## src/rtl/core/sse_pkg.sv

```systemverilog
// ----------------------------------------------------------------------------
// sse_pkg
// Shared constants, codes and the result record of the scanline sprite
// evaluation block.
// ----------------------------------------------------------------------------
`default_nettype none

package sse_pkg;

  // Sprite attribute memory geometry
  localparam int SPRITE_ENTRIES = 64;
  localparam int SLOTS_PER_LINE = 8;
  localparam int ENTRY_BYTES    = 4;
  localparam int MEM_BYTES      = SPRITE_ENTRIES * ENTRY_BYTES;

  localparam int ENTRY_AW = $clog2(SPRITE_ENTRIES);
  localparam int BYTE_AW  = $clog2(MEM_BYTES);
  localparam int SLOT_AW  = (SLOTS_PER_LINE > 1) ? $clog2(SLOTS_PER_LINE) : 1;
  localparam int CNT_W    = $clog2(SLOTS_PER_LINE + 1);

  localparam int WORD_W = 8 * ENTRY_BYTES;
  localparam int SLOT_W = ENTRY_AW + WORD_W;

  // Field widths
  localparam int PTR_W   = 8;
  localparam int BYTE_W  = 8;
  localparam int LINE_W  = 9;
  localparam int IDX_W   = 6;
  localparam int COUNT_W = 4;
  localparam int H_W     = 5;

  localparam logic [LINE_W-1:0] VISIBLE_LINES = 9'd240;
  localparam logic [H_W-1:0]    SHORT_HEIGHT  = 5'd8;
  localparam logic [H_W-1:0]    TALL_HEIGHT   = 5'd16;

  typedef enum logic [1:0] {
    FUNC_SET_PTR = 2'd0,
    FUNC_WRITE   = 2'd1,
    FUNC_READ    = 2'd2,
    FUNC_EVAL    = 2'd3
  } func_t;

  typedef struct packed {
    logic [BYTE_W-1:0]  read_data;
    logic [WORD_W-1:0]  slot_entry;
    logic [IDX_W-1:0]   slot_sprite_index;
    logic               slot_valid;
    logic [COUNT_W-1:0] sprite_count;
    logic               sprite_zero_found;
    logic               overflow;
    logic               last;
  } result_t;

endpackage

`default_nettype wire

```

## src/rtl/core/sse_ram.sv

```systemverilog
// ----------------------------------------------------------------------------
// sse_ram
// Generic single-write, single-read synchronous RAM with registered read data.
// ----------------------------------------------------------------------------
`default_nettype none

module sse_ram #(
  parameter int WIDTH = 32,
  parameter int DEPTH = 64,
  localparam int AW = (DEPTH > 1) ? $clog2(DEPTH) : 1
) (
  input  wire logic                 clk,
  input  wire logic                 we,
  input  wire logic [AW-1:0]        waddr,
  input  wire logic [WIDTH-1:0]     wdata,
  input  wire logic                 re,
  input  wire logic [AW-1:0]        raddr,
  output logic      [WIDTH-1:0]     rdata
);

  logic [WIDTH-1:0] mem [DEPTH];

  always_ff @(posedge clk) begin
    if (we) begin
      mem[waddr] <= wdata;
    end
    if (re) begin
      rdata <= mem[raddr];
    end
  end

endmodule

`default_nettype wire

```

## src/rtl/core/sse_seq.sv

```systemverilog
// ----------------------------------------------------------------------------
// sse_seq
// Sequencer: clears the attribute memory after reset, runs pointer, byte
// access and scanline evaluation transactions, and drives the result register.
// ----------------------------------------------------------------------------
`default_nettype none

module sse_seq (
  input  wire logic                             clk,
  input  wire logic                             rst,
  input  wire logic                             tall,
  // input transaction
  input  wire logic                             in_valid,
  output logic                                  in_stall,
  input  wire logic [1:0]                       func,
  input  wire logic [sse_pkg::PTR_W-1:0]        address,
  input  wire logic [sse_pkg::BYTE_W-1:0]       data,
  input  wire logic [sse_pkg::LINE_W-1:0]       scanline,
  // result transaction
  output logic                                  out_valid,
  input  wire logic                             out_stall,
  output sse_pkg::result_t                      res,
  // attribute memory
  output logic                                  mem_we,
  output logic [sse_pkg::ENTRY_AW-1:0]          mem_waddr,
  output logic [sse_pkg::WORD_W-1:0]            mem_wdata,
  output logic                                  mem_re,
  output logic [sse_pkg::ENTRY_AW-1:0]          mem_raddr,
  input  wire logic [sse_pkg::WORD_W-1:0]       mem_rdata,
  // slot buffer
  output logic                                  slot_we,
  output logic [sse_pkg::SLOT_AW-1:0]           slot_waddr,
  output logic [sse_pkg::SLOT_W-1:0]            slot_wdata,
  output logic                                  slot_re,
  output logic [sse_pkg::SLOT_AW-1:0]           slot_raddr,
  input  wire logic [sse_pkg::SLOT_W-1:0]       slot_rdata
);

  typedef enum logic [3:0] {
    S_CLEAR,
    S_IDLE,
    S_MERGE,
    S_READ_WAIT,
    S_ONE_OUT,
    S_SCAN,
    S_SLOT_RD,
    S_SLOT_LOAD,
    S_SLOT_OUT
  } state_t;

  localparam logic [sse_pkg::ENTRY_AW-1:0] LAST_ENTRY =
    sse_pkg::ENTRY_AW'(sse_pkg::SPRITE_ENTRIES - 1);
  localparam logic [sse_pkg::CNT_W-1:0] FULL_COUNT =
    sse_pkg::CNT_W'(sse_pkg::SLOTS_PER_LINE);

  state_t                            state;
  logic [sse_pkg::PTR_W-1:0]         pointer;
  logic [sse_pkg::ENTRY_AW-1:0]      clr_addr;
  logic [sse_pkg::ENTRY_AW-1:0]      scan_idx;
  logic [sse_pkg::LINE_W-1:0]        line;
  logic [sse_pkg::CNT_W-1:0]         count;
  logic                              zero_found;
  logic                              ovf;
  logic [sse_pkg::CNT_W-1:0]         emit_k;
  logic [sse_pkg::BYTE_W-1:0]        wr_byte;

  logic                              accept;
  logic                              out_take;
  logic [sse_pkg::BYTE_AW-1:0]       ptr_byte;
  logic [1:0]                        lane;
  logic [sse_pkg::WORD_W-1:0]        merged;
  logic [sse_pkg::BYTE_W-1:0]        read_byte;
  logic [sse_pkg::LINE_W-1:0]        y_ext;
  logic [sse_pkg::LINE_W-1:0]        diff;
  logic [sse_pkg::H_W-1:0]           height;
  logic                              hit;
  logic                              full;
  logic [sse_pkg::CNT_W-1:0]         k1;
  logic [sse_pkg::CNT_W-1:0]         k2;

  // Result record for a transaction that is not an evaluation.
  function automatic sse_pkg::result_t plain_result(input logic [sse_pkg::BYTE_W-1:0] rd);
    sse_pkg::result_t r;
    r                   = '0;
    r.read_data         = rd;
    r.slot_entry        = '1;
    r.last              = 1'b1;
    return r;
  endfunction

  // Result record for slot k of an evaluation.
  function automatic sse_pkg::result_t slot_result(
    input logic [sse_pkg::CNT_W-1:0]  k,
    input logic [sse_pkg::SLOT_W-1:0] sd,
    input logic [sse_pkg::CNT_W-1:0]  cnt,
    input logic                       zf,
    input logic                       of
  );
    sse_pkg::result_t r;
    logic             v;
    v                   = (k < cnt);
    r                   = '0;
    r.slot_valid        = v;
    r.slot_entry        = v ? sd[sse_pkg::WORD_W-1:0] : '1;
    r.slot_sprite_index = v ? sse_pkg::IDX_W'(sd[sse_pkg::SLOT_W-1:sse_pkg::WORD_W]) : '0;
    r.sprite_count      = sse_pkg::COUNT_W'(cnt);
    r.sprite_zero_found = zf;
    r.overflow          = of;
    r.last              = (k == sse_pkg::CNT_W'(sse_pkg::SLOTS_PER_LINE - 1));
    return r;
  endfunction

  assign in_stall = (state != S_IDLE);
  assign accept   = in_valid && !in_stall;
  assign out_take = out_valid && !out_stall;

  assign ptr_byte  = sse_pkg::BYTE_AW'(pointer);
  assign lane      = ptr_byte[1:0];
  assign read_byte = mem_rdata[{lane, 3'b000} +: sse_pkg::BYTE_W];

  always_comb begin
    merged = mem_rdata;
    merged[{lane, 3'b000} +: sse_pkg::BYTE_W] = wr_byte;
  end

  // In-range test of the entry whose word arrives this cycle.
  assign y_ext  = sse_pkg::LINE_W'(mem_rdata[sse_pkg::BYTE_W-1:0]);
  assign diff   = line - y_ext;
  assign height = tall ? sse_pkg::TALL_HEIGHT : sse_pkg::SHORT_HEIGHT;
  assign hit    = (line >= y_ext) && (diff < sse_pkg::LINE_W'(height));
  assign full   = (count == FULL_COUNT);

  assign k1 = emit_k + sse_pkg::CNT_W'(1);
  assign k2 = emit_k + sse_pkg::CNT_W'(2);

  always_comb begin
    mem_we     = 1'b0;
    mem_waddr  = ptr_byte[sse_pkg::BYTE_AW-1:2];
    mem_wdata  = merged;
    mem_re     = 1'b0;
    mem_raddr  = ptr_byte[sse_pkg::BYTE_AW-1:2];
    slot_we    = 1'b0;
    slot_waddr = count[sse_pkg::SLOT_AW-1:0];
    slot_wdata = {scan_idx, mem_rdata};
    slot_re    = 1'b0;
    slot_raddr = emit_k[sse_pkg::SLOT_AW-1:0];
    unique case (state)
      S_CLEAR: begin
        mem_we    = 1'b1;
        mem_waddr = clr_addr;
        mem_wdata = '0;
      end
      S_IDLE: begin
        if (accept) begin
          unique case (sse_pkg::func_t'(func))
            sse_pkg::FUNC_WRITE,
            sse_pkg::FUNC_READ: mem_re = 1'b1;
            sse_pkg::FUNC_EVAL: begin
              mem_re    = 1'b1;
              mem_raddr = '0;
            end
            sse_pkg::FUNC_SET_PTR: mem_re = 1'b0;
          endcase
        end
      end
      S_MERGE: mem_we = 1'b1;
      S_SCAN: begin
        // prefetch the next entry while testing this one
        mem_re    = 1'b1;
        mem_raddr = scan_idx + sse_pkg::ENTRY_AW'(1);
        slot_we   = hit && !full;
      end
      S_SLOT_RD: slot_re = 1'b1;
      S_SLOT_LOAD: begin
        slot_re    = 1'b1;
        slot_raddr = k1[sse_pkg::SLOT_AW-1:0];
      end
      S_SLOT_OUT: begin
        slot_re    = out_take && !res.last;
        slot_raddr = k2[sse_pkg::SLOT_AW-1:0];
      end
      default: begin
        mem_we = 1'b0;
      end
    endcase
  end

  always_ff @(posedge clk) begin
    if (rst) begin
      state     <= S_CLEAR;
      clr_addr  <= '0;
      pointer   <= '0;
      out_valid <= 1'b0;
    end else begin
      unique case (state)
        S_CLEAR: begin
          clr_addr <= clr_addr + sse_pkg::ENTRY_AW'(1);
          if (clr_addr == LAST_ENTRY) begin
            state <= S_IDLE;
          end
        end
        S_IDLE: begin
          if (accept) begin
            unique case (sse_pkg::func_t'(func))
              sse_pkg::FUNC_SET_PTR: begin
                pointer   <= address;
                res       <= plain_result('0);
                out_valid <= 1'b1;
                state     <= S_ONE_OUT;
              end
              sse_pkg::FUNC_WRITE: begin
                wr_byte <= data;
                state   <= S_MERGE;
              end
              sse_pkg::FUNC_READ: state <= S_READ_WAIT;
              sse_pkg::FUNC_EVAL: begin
                line       <= scanline;
                count      <= '0;
                zero_found <= 1'b0;
                ovf        <= 1'b0;
                scan_idx   <= '0;
                emit_k     <= '0;
                if (scanline < sse_pkg::VISIBLE_LINES) begin
                  state <= S_SCAN;
                end else begin
                  state <= S_SLOT_RD;
                end
              end
            endcase
          end
        end
        S_MERGE: begin
          pointer   <= pointer + sse_pkg::PTR_W'(1);
          res       <= plain_result('0);
          out_valid <= 1'b1;
          state     <= S_ONE_OUT;
        end
        S_READ_WAIT: begin
          res       <= plain_result(read_byte);
          out_valid <= 1'b1;
          state     <= S_ONE_OUT;
        end
        S_ONE_OUT: begin
          if (out_take) begin
            out_valid <= 1'b0;
            state     <= S_IDLE;
          end
        end
        S_SCAN: begin
          if (hit) begin
            if (!full) begin
              count <= count + sse_pkg::CNT_W'(1);
              if (scan_idx == '0) begin
                zero_found <= 1'b1;
              end
            end else begin
              ovf <= 1'b1;
            end
          end
          // stop at the first extra in-range entry or after the last entry
          if ((hit && full) || scan_idx == LAST_ENTRY) begin
            emit_k <= '0;
            state  <= S_SLOT_RD;
          end else begin
            scan_idx <= scan_idx + sse_pkg::ENTRY_AW'(1);
          end
        end
        S_SLOT_RD: state <= S_SLOT_LOAD;
        S_SLOT_LOAD: begin
          res       <= slot_result(emit_k, slot_rdata, count, zero_found, ovf);
          out_valid <= 1'b1;
          state     <= S_SLOT_OUT;
        end
        S_SLOT_OUT: begin
          if (out_take) begin
            if (res.last) begin
              out_valid <= 1'b0;
              state     <= S_IDLE;
            end else begin
              emit_k <= k1;
              res    <= slot_result(k1, slot_rdata, count, zero_found, ovf);
            end
          end
        end
        default: state <= S_IDLE;
      endcase
    end
  end

  // No result leaves while the memory is still being cleared.
  assert property (@(posedge clk) disable iff (rst)
    state == S_CLEAR |-> !out_valid)
    else $error("result presented during memory clear");

  // Overflow is only flagged once every slot is taken.
  assert property (@(posedge clk) disable iff (rst)
    out_valid && res.overflow |->
      res.sprite_count == sse_pkg::COUNT_W'(sse_pkg::SLOTS_PER_LINE))
    else $error("overflow with free slots");

  // The slot buffer is never written past its last slot.
  assert property (@(posedge clk) disable iff (rst)
    slot_we |-> count < FULL_COUNT)
    else $error("slot buffer overrun");

  // Taking the final result of a transaction empties the result register.
  assert property (@(posedge clk) disable iff (rst)
    out_take && res.last |=> !out_valid)
    else $error("result repeated after last");

endmodule

`default_nettype wire

```

## src/rtl/core/scanline_sprite_evaluation.sv

```systemverilog
// ----------------------------------------------------------------------------
// scanline_sprite_evaluation
// Sprite attribute memory with byte access and per-scanline sprite selection.
//
// Channels: the input channel (in_valid / in_stall) carries func, address,
// data and scanline; one transaction sets the pointer, writes a byte and
// advances the pointer, reads the byte at the pointer, or evaluates a line.
// The result channel (out_valid / out_stall) returns one transaction for the
// pointer and byte functions and one per slot (8) for an evaluation, with
// last high on the final one. The cfg channel (cfg_valid / cfg_ready) writes
// tall_sprites; cfg_ready is always high.
// Set pointer registers its result on acceptance; a write reads the word,
// merges the byte, writes the word back and registers its result; a read
// reads the word, then registers the byte. An evaluation reads the 64
// attribute words one per cycle from the memory's single read port, stopping
// at an in-range entry found with all slots full, then streams the slots from
// the slot buffer, one per cycle while out_stall is low. Scanlines of 240 and
// above skip the scan. One transaction is in flight at a time; in_stall is
// high until its last result is taken; the next transaction can be accepted
// in the following cycle. Reset: a clearing pass writes zero to all 64 memory
// words with in_stall high; pointer and tall_sprites return to zero.
// A stalled result holds in the output register until taken.
// ----------------------------------------------------------------------------
`default_nettype none

module scanline_sprite_evaluation (
  input  wire logic                             clk,
  input  wire logic                             rst,
  // configuration
  input  wire logic                             cfg_valid,
  output logic                                  cfg_ready,
  input  wire logic                             cfg_data,
  // input transaction
  input  wire logic                             in_valid,
  output logic                                  in_stall,
  input  wire logic [1:0]                       func,
  input  wire logic [sse_pkg::PTR_W-1:0]        address,
  input  wire logic [sse_pkg::BYTE_W-1:0]       data,
  input  wire logic [sse_pkg::LINE_W-1:0]       scanline,
  // result transaction
  output logic                                  out_valid,
  input  wire logic                             out_stall,
  output logic [sse_pkg::BYTE_W-1:0]            read_data,
  output logic [sse_pkg::WORD_W-1:0]            slot_entry,
  output logic [sse_pkg::IDX_W-1:0]             slot_sprite_index,
  output logic                                  slot_valid,
  output logic [sse_pkg::COUNT_W-1:0]           sprite_count,
  output logic                                  sprite_zero_found,
  output logic                                  overflow,
  output logic                                  last
);

  logic                                tall_sprites;
  sse_pkg::result_t                    res;

  logic                                mem_we;
  logic [sse_pkg::ENTRY_AW-1:0]        mem_waddr;
  logic [sse_pkg::WORD_W-1:0]          mem_wdata;
  logic                                mem_re;
  logic [sse_pkg::ENTRY_AW-1:0]        mem_raddr;
  logic [sse_pkg::WORD_W-1:0]          mem_rdata;

  logic                                slot_we;
  logic [sse_pkg::SLOT_AW-1:0]         slot_waddr;
  logic [sse_pkg::SLOT_W-1:0]          slot_wdata;
  logic                                slot_re;
  logic [sse_pkg::SLOT_AW-1:0]         slot_raddr;
  logic [sse_pkg::SLOT_W-1:0]          slot_rdata;

  // Config is always taken; user writes must arrive only while idle, unchecked.
  assign cfg_ready = 1'b1;

  always_ff @(posedge clk) begin
    if (rst) begin
      tall_sprites <= 1'b0;
    end else if (cfg_valid && cfg_ready) begin
      tall_sprites <= cfg_data;
    end
  end

  // Attribute memory: one 32-bit word per sprite, y in the low byte.
  sse_ram #(
    .WIDTH (sse_pkg::WORD_W),
    .DEPTH (sse_pkg::SPRITE_ENTRIES)
  ) u_attr_ram (
    .clk   (clk),
    .we    (mem_we),
    .waddr (mem_waddr),
    .wdata (mem_wdata),
    .re    (mem_re),
    .raddr (mem_raddr),
    .rdata (mem_rdata)
  );

  // Slot buffer: selected word and entry number per slot.
  sse_ram #(
    .WIDTH (sse_pkg::SLOT_W),
    .DEPTH (sse_pkg::SLOTS_PER_LINE)
  ) u_slot_ram (
    .clk   (clk),
    .we    (slot_we),
    .waddr (slot_waddr),
    .wdata (slot_wdata),
    .re    (slot_re),
    .raddr (slot_raddr),
    .rdata (slot_rdata)
  );

  sse_seq u_seq (
    .clk        (clk),
    .rst        (rst),
    .tall       (tall_sprites),
    .in_valid   (in_valid),
    .in_stall   (in_stall),
    .func       (func),
    .address    (address),
    .data       (data),
    .scanline   (scanline),
    .out_valid  (out_valid),
    .out_stall  (out_stall),
    .res        (res),
    .mem_we     (mem_we),
    .mem_waddr  (mem_waddr),
    .mem_wdata  (mem_wdata),
    .mem_re     (mem_re),
    .mem_raddr  (mem_raddr),
    .mem_rdata  (mem_rdata),
    .slot_we    (slot_we),
    .slot_waddr (slot_waddr),
    .slot_wdata (slot_wdata),
    .slot_re    (slot_re),
    .slot_raddr (slot_raddr),
    .slot_rdata (slot_rdata)
  );

  // Unpack the result register onto the field ports.
  assign read_data         = res.read_data;
  assign slot_entry        = res.slot_entry;
  assign slot_sprite_index = res.slot_sprite_index;
  assign slot_valid        = res.slot_valid;
  assign sprite_count      = res.sprite_count;
  assign sprite_zero_found = res.sprite_zero_found;
  assign overflow          = res.overflow;
  assign last              = res.last;

endmodule

`default_nettype wire

```

## config.mk

```make
export PLATFORM = sky130hd
export DESIGN_NAME = scanline_sprite_evaluation
export DESIGN_NICKNAME = d
export VERILOG_FILES = /design/src/rtl/core/sse_pkg.sv /design/src/rtl/core/sse_ram.sv /design/src/rtl/core/sse_seq.sv /design/src/rtl/core/scanline_sprite_evaluation.sv
export SDC_FILE = /design/constraint.sdc
export NUM_CORES = 2
export LEC_CHECK = 0
export BUFFER_PORTS_ARGS = -buffer_cell sky130_fd_sc_hd__buf_2
export CAP_MARGIN = 10
export CORE_MARGIN = 8
export CORE_UTILIZATION = 40
export CTS_CLUSTER_SIZE = 24
export DETAILED_ROUTE_END_ITERATION = 10
export PLACE_DENSITY = 0.54
export RECOVER_POWER = 50
export SETUP_SLACK_MARGIN = 0.05
export SYNTH_ARGS = -nofsm -noshare
export SYNTH_HDL_FRONTEND = slang
export SYNTH_HIERARCHICAL = 1
export SYNTH_SLANG_ARGS = --single-unit
export TNS_END_PERCENT = 100
```

## constraint.sdc

```tcl
create_clock -name clk -period 7.66 [get_ports clk]
set_clock_uncertainty 0.05 [all_clocks]
set_input_delay 1.149 -clock clk [delete_from_list [all_inputs] [get_ports clk]]
set_output_delay 1.149 -clock clk [all_outputs]
set_load 0.02 [all_outputs]
```

==> results.py <==
metrics = {
    "synthesis": {
        "yosysSeqAreaShare_pct": 76.83,
        "synth_cell_types": 83,
        "yosys.area_share.adder_pct": 0.4188,
        "synth_edf_count": 2509,
        "netlist_top_cells_area": "edfxtp_1 (76%), mux4_2 (12%), mux2i_1 (2.0%)",
        "synthSimpleGateAreaFrac_pct": 2.382,
        "synthMuxAreaShare_pct": 14.58,
        "netlist_top_cells_count": "edfxtp_1 (2,509), mux4_2 (530), mux2i_1 (193), nor2_1 (164), a22oi_1 (132)",
        "synth_cells": 4653,
        "synth_area_sq_um": 98590,
        "yosysMostFrequentCell": "edfxtp_1",
        "yosysTopAreaCell": "edfxtp_1",
        "synth_compound_area_share_pct": 3.679,
        "synth_fp_nets": 4719,
        "synth-xor-area-share_pct": 0.1510,
        "synth_seq_cells": 2529,
        "yosysTopAreaCellShare_pct": 76.42,
        "synthFlopType": "edfxtp_1",
        "synth_warnings": 6,
        "syn_avg_cell_area_sq_um": 21.19,
        "async_flop_share_pct": 0,
        "synth_top_family_by_area": "multiplexers",
    },
    "job": {
        "drv_cap": 46,
    },
    "power": {
        "vdd_drop_max_mv": 0.2540,
        "swShare_pct": 24.02,
        "clkPwrFrac_pct": 39.3,
        "p_per_area_nw_per_um2": 285.3,
        "p_switching_mw": 7.670,
        "seqPwrFrac_pct": 51.2,
        "p_int_mw": 24.27,
        "p_leak_nw": 34.12,
        "power_frac_comb_pct": 9.5,
    },
    "route": {
        "vias": 49090,
        "antenna_left": 0,
        "firstDrtPassIters": 6,
        "wl_microns": 269900,
        "post_drt_wl_per_cell_microns": 32.28,
        "dr.first_iter.drc_count": 5639,
        "drc": 0,
        "vias_per_cell": 5.870,
    },
    "clock_tree": {
        "cts_sinks": 2529,
        "cts_root_buf": "clkbuf_16",
        "cts.path.max_buffers": 4,
        "cts_tree": "yes",
        "clk_pin_slew_worst_paths_ns": 0.06,
        "cts_resized": 0,
        "cts_buffers": 288,
        "clkLatencyLatePin_ns": 0.91,
        "cts_setup_buffers": 0,
        "hold_buffers": 0,
        "htreeDepth": 5,
    },
    "sta": {
        "finalWorstSetupSlack_ns": 1.392,
        "worst_pin_slew_ns": 4.183,
        "hold_viol_final": 0,
        "fin_crit_ns": 6.269,
        "period_share_pct": 81.83,
        "rsz0062_at_grt": "false",
        "fin_tns_setup_ns": 0,
        "fmax_mhz": 159.5,
        "maxSlewViolCount": 2279,
        "slew_headroom_pct": -178.9,
        "holdWs_ns": 0.3713,
        "setup_viol": 0,
    },
    "grt": {
        "grt_first_pass_wirelength_microns": 380900,
        "grt_max_degree": 105,
        "antenna_found_initial": 21,
        "grt_pass1_vias": 49150,
        "grt_overflow_total": 0,
        "grt_use_total_pct": 20.11,
    },
    "placed_design": {
        "gp_congestion": 0.8083,
        "io_buffers": 88,
        "pre_cts_ws_ns": 1.445,
        "dp_hpwl_microns": 148900,
    },
    "die": {
        "start_util_pct": 40.16,
        "num_rows": 182,
        "dieArea_sq_um": 262600,
        "core-area_sq_um": 245500,
        "io_pins": 90,
        "die_h_microns": 512.5,
        "dieWidth_microns": 512.5,
    },
    "finish": {
        "multiInputGateArea_sq_um": 21740,
        "fillCellCount": 20540,
        "final_layout_size_suffix_gt1_share_pct": 24.21,
        "areaGrowthSynthToFinish_pct": 13.52,
        "regArea_sq_um": 75740,
        "fin_util_pct": 45.59,
        "fin_nets": 4997,
    },
    "setup_path": {
        "crit_path_start_kind": "flop",
        "crit_path_end_kind": "flop",
        "worstReg2RegStart": "u_seq/state[3]",
        "worst-path-max-fanout": 38,
        "crit_required_ns": 8.38,
        "worstSetupStartpoint": "u_seq/state[3]",
        "critPathKind": "flop to flop",
        "arrival_ns": 6.99,
    },
    "run_status": {
        "status": "finished, violations left",
        "violations": "capacitance limit, slew limit",
    },
    "worst_hold_path": {
        "hp-class": "input pin to flop",
        "min_from": "data[2]",
    },
}
-- metal layers --
| layer | vias to the layer above | wire length, microns | GRT usage [%] |
|---|---|---|---|
| met3 | 400 | 19990 | 3.643 |
| li1 | 20030 | - | - |
| met4 | 2 | 6690 | 4.841 |
| met1 | 26700 | 113900 | 28.27 |
| met5 | - | 13 | 0 |
| met2 | 1966 | 129300 | 32.79 |
-- through the flow --
stage	cells	area (sq um)	power [mW]
floorplan	4653	98590	18.10
global placement	7859	103800	19.60
detailed placement	7861	103800	19.68
CTS	8345	112200	32.22
global route	8346	111900	32.88
finish	8363	111900	31.94
-- worst paths after layout --
path | end | slack [ns] | cells past startpoint
worst min-delay path | u_seq/wr_byte[2] | 0.37 | 1
worst max register to register | u_seq/state[0] | 1.39 | 7
worst min register to register | u_seq/res[38] | 0.45 | 1
worst max-delay path | u_seq/state[0] | 1.39 | 7
-- flip-flops by register name (all words and copies together), names as in the netlist, 6 cells and up --
register and cells:
u_seq/res 54, u_attr_ram/mem 2048, u_seq/scan_idx 6, u_seq/pointer 8
u_attr_ram/rdata 32, u_seq/wr_byte 8, u_slot_ram/rdata 38, u_slot_ram/mem 304
u_seq/line 9, u_seq/clr_addr 6
-- final cells by class --
class,instances,area share (%)
sequential,2529,67.67
multi-input combinational,1800,19.43
clock buffer,363,6.805
tap,3220,3.600
timing repair buffer,277,1.604
clock inverter,121,0.7333
inverter,35,0.1174
antenna,18,0.04024
-- cell usage in the layout (no fill, tap or decap), drive strengths merged, types with 61 or more instances in the layout --
cell and instances:
nand3 61, clkinv 105, mux4 530, nand2 63
buf 157, mux2i 193, a21oi 80, a22oi 132
edfxtp 2509, clkbuf 483, nor2 165
-- worst max-delay path, cell delays in order, from the launching register on --
cell	delay (ns)
dfxtp_1	0.50
nor4_4	0.69
clkbuf_1	2.98
o21ai_1	0.87
nand3_1	0.57
a21oi_1	0.15
o21a_1	0.17
a31o_1	0.17
-- power groups by stage --
stage	Combinational (mW)	Clock [mW]	Sequential, mW
finish	3.04	12.5	16.3
global route	3.18	13.3	16.4
CTS	3.10	12.8	16.3
detailed placement	3.09	0	16.6
global placement	3.02	0	16.6
floorplan	1.55	0	16.5
-- kinds of logic (layout without fill, tap and decap cells) --
logic type      count (synthesis)  after routing
flops                        2529           2529
mux                           768            768
compound gates                515            515
simple gates                  466            466
buf+inv                       324            796
fa+ha+maj                      33             33
xor+xnor                       17             17
other cells                     1             19
No activity file was read; power rests on OpenSTA's default activity.
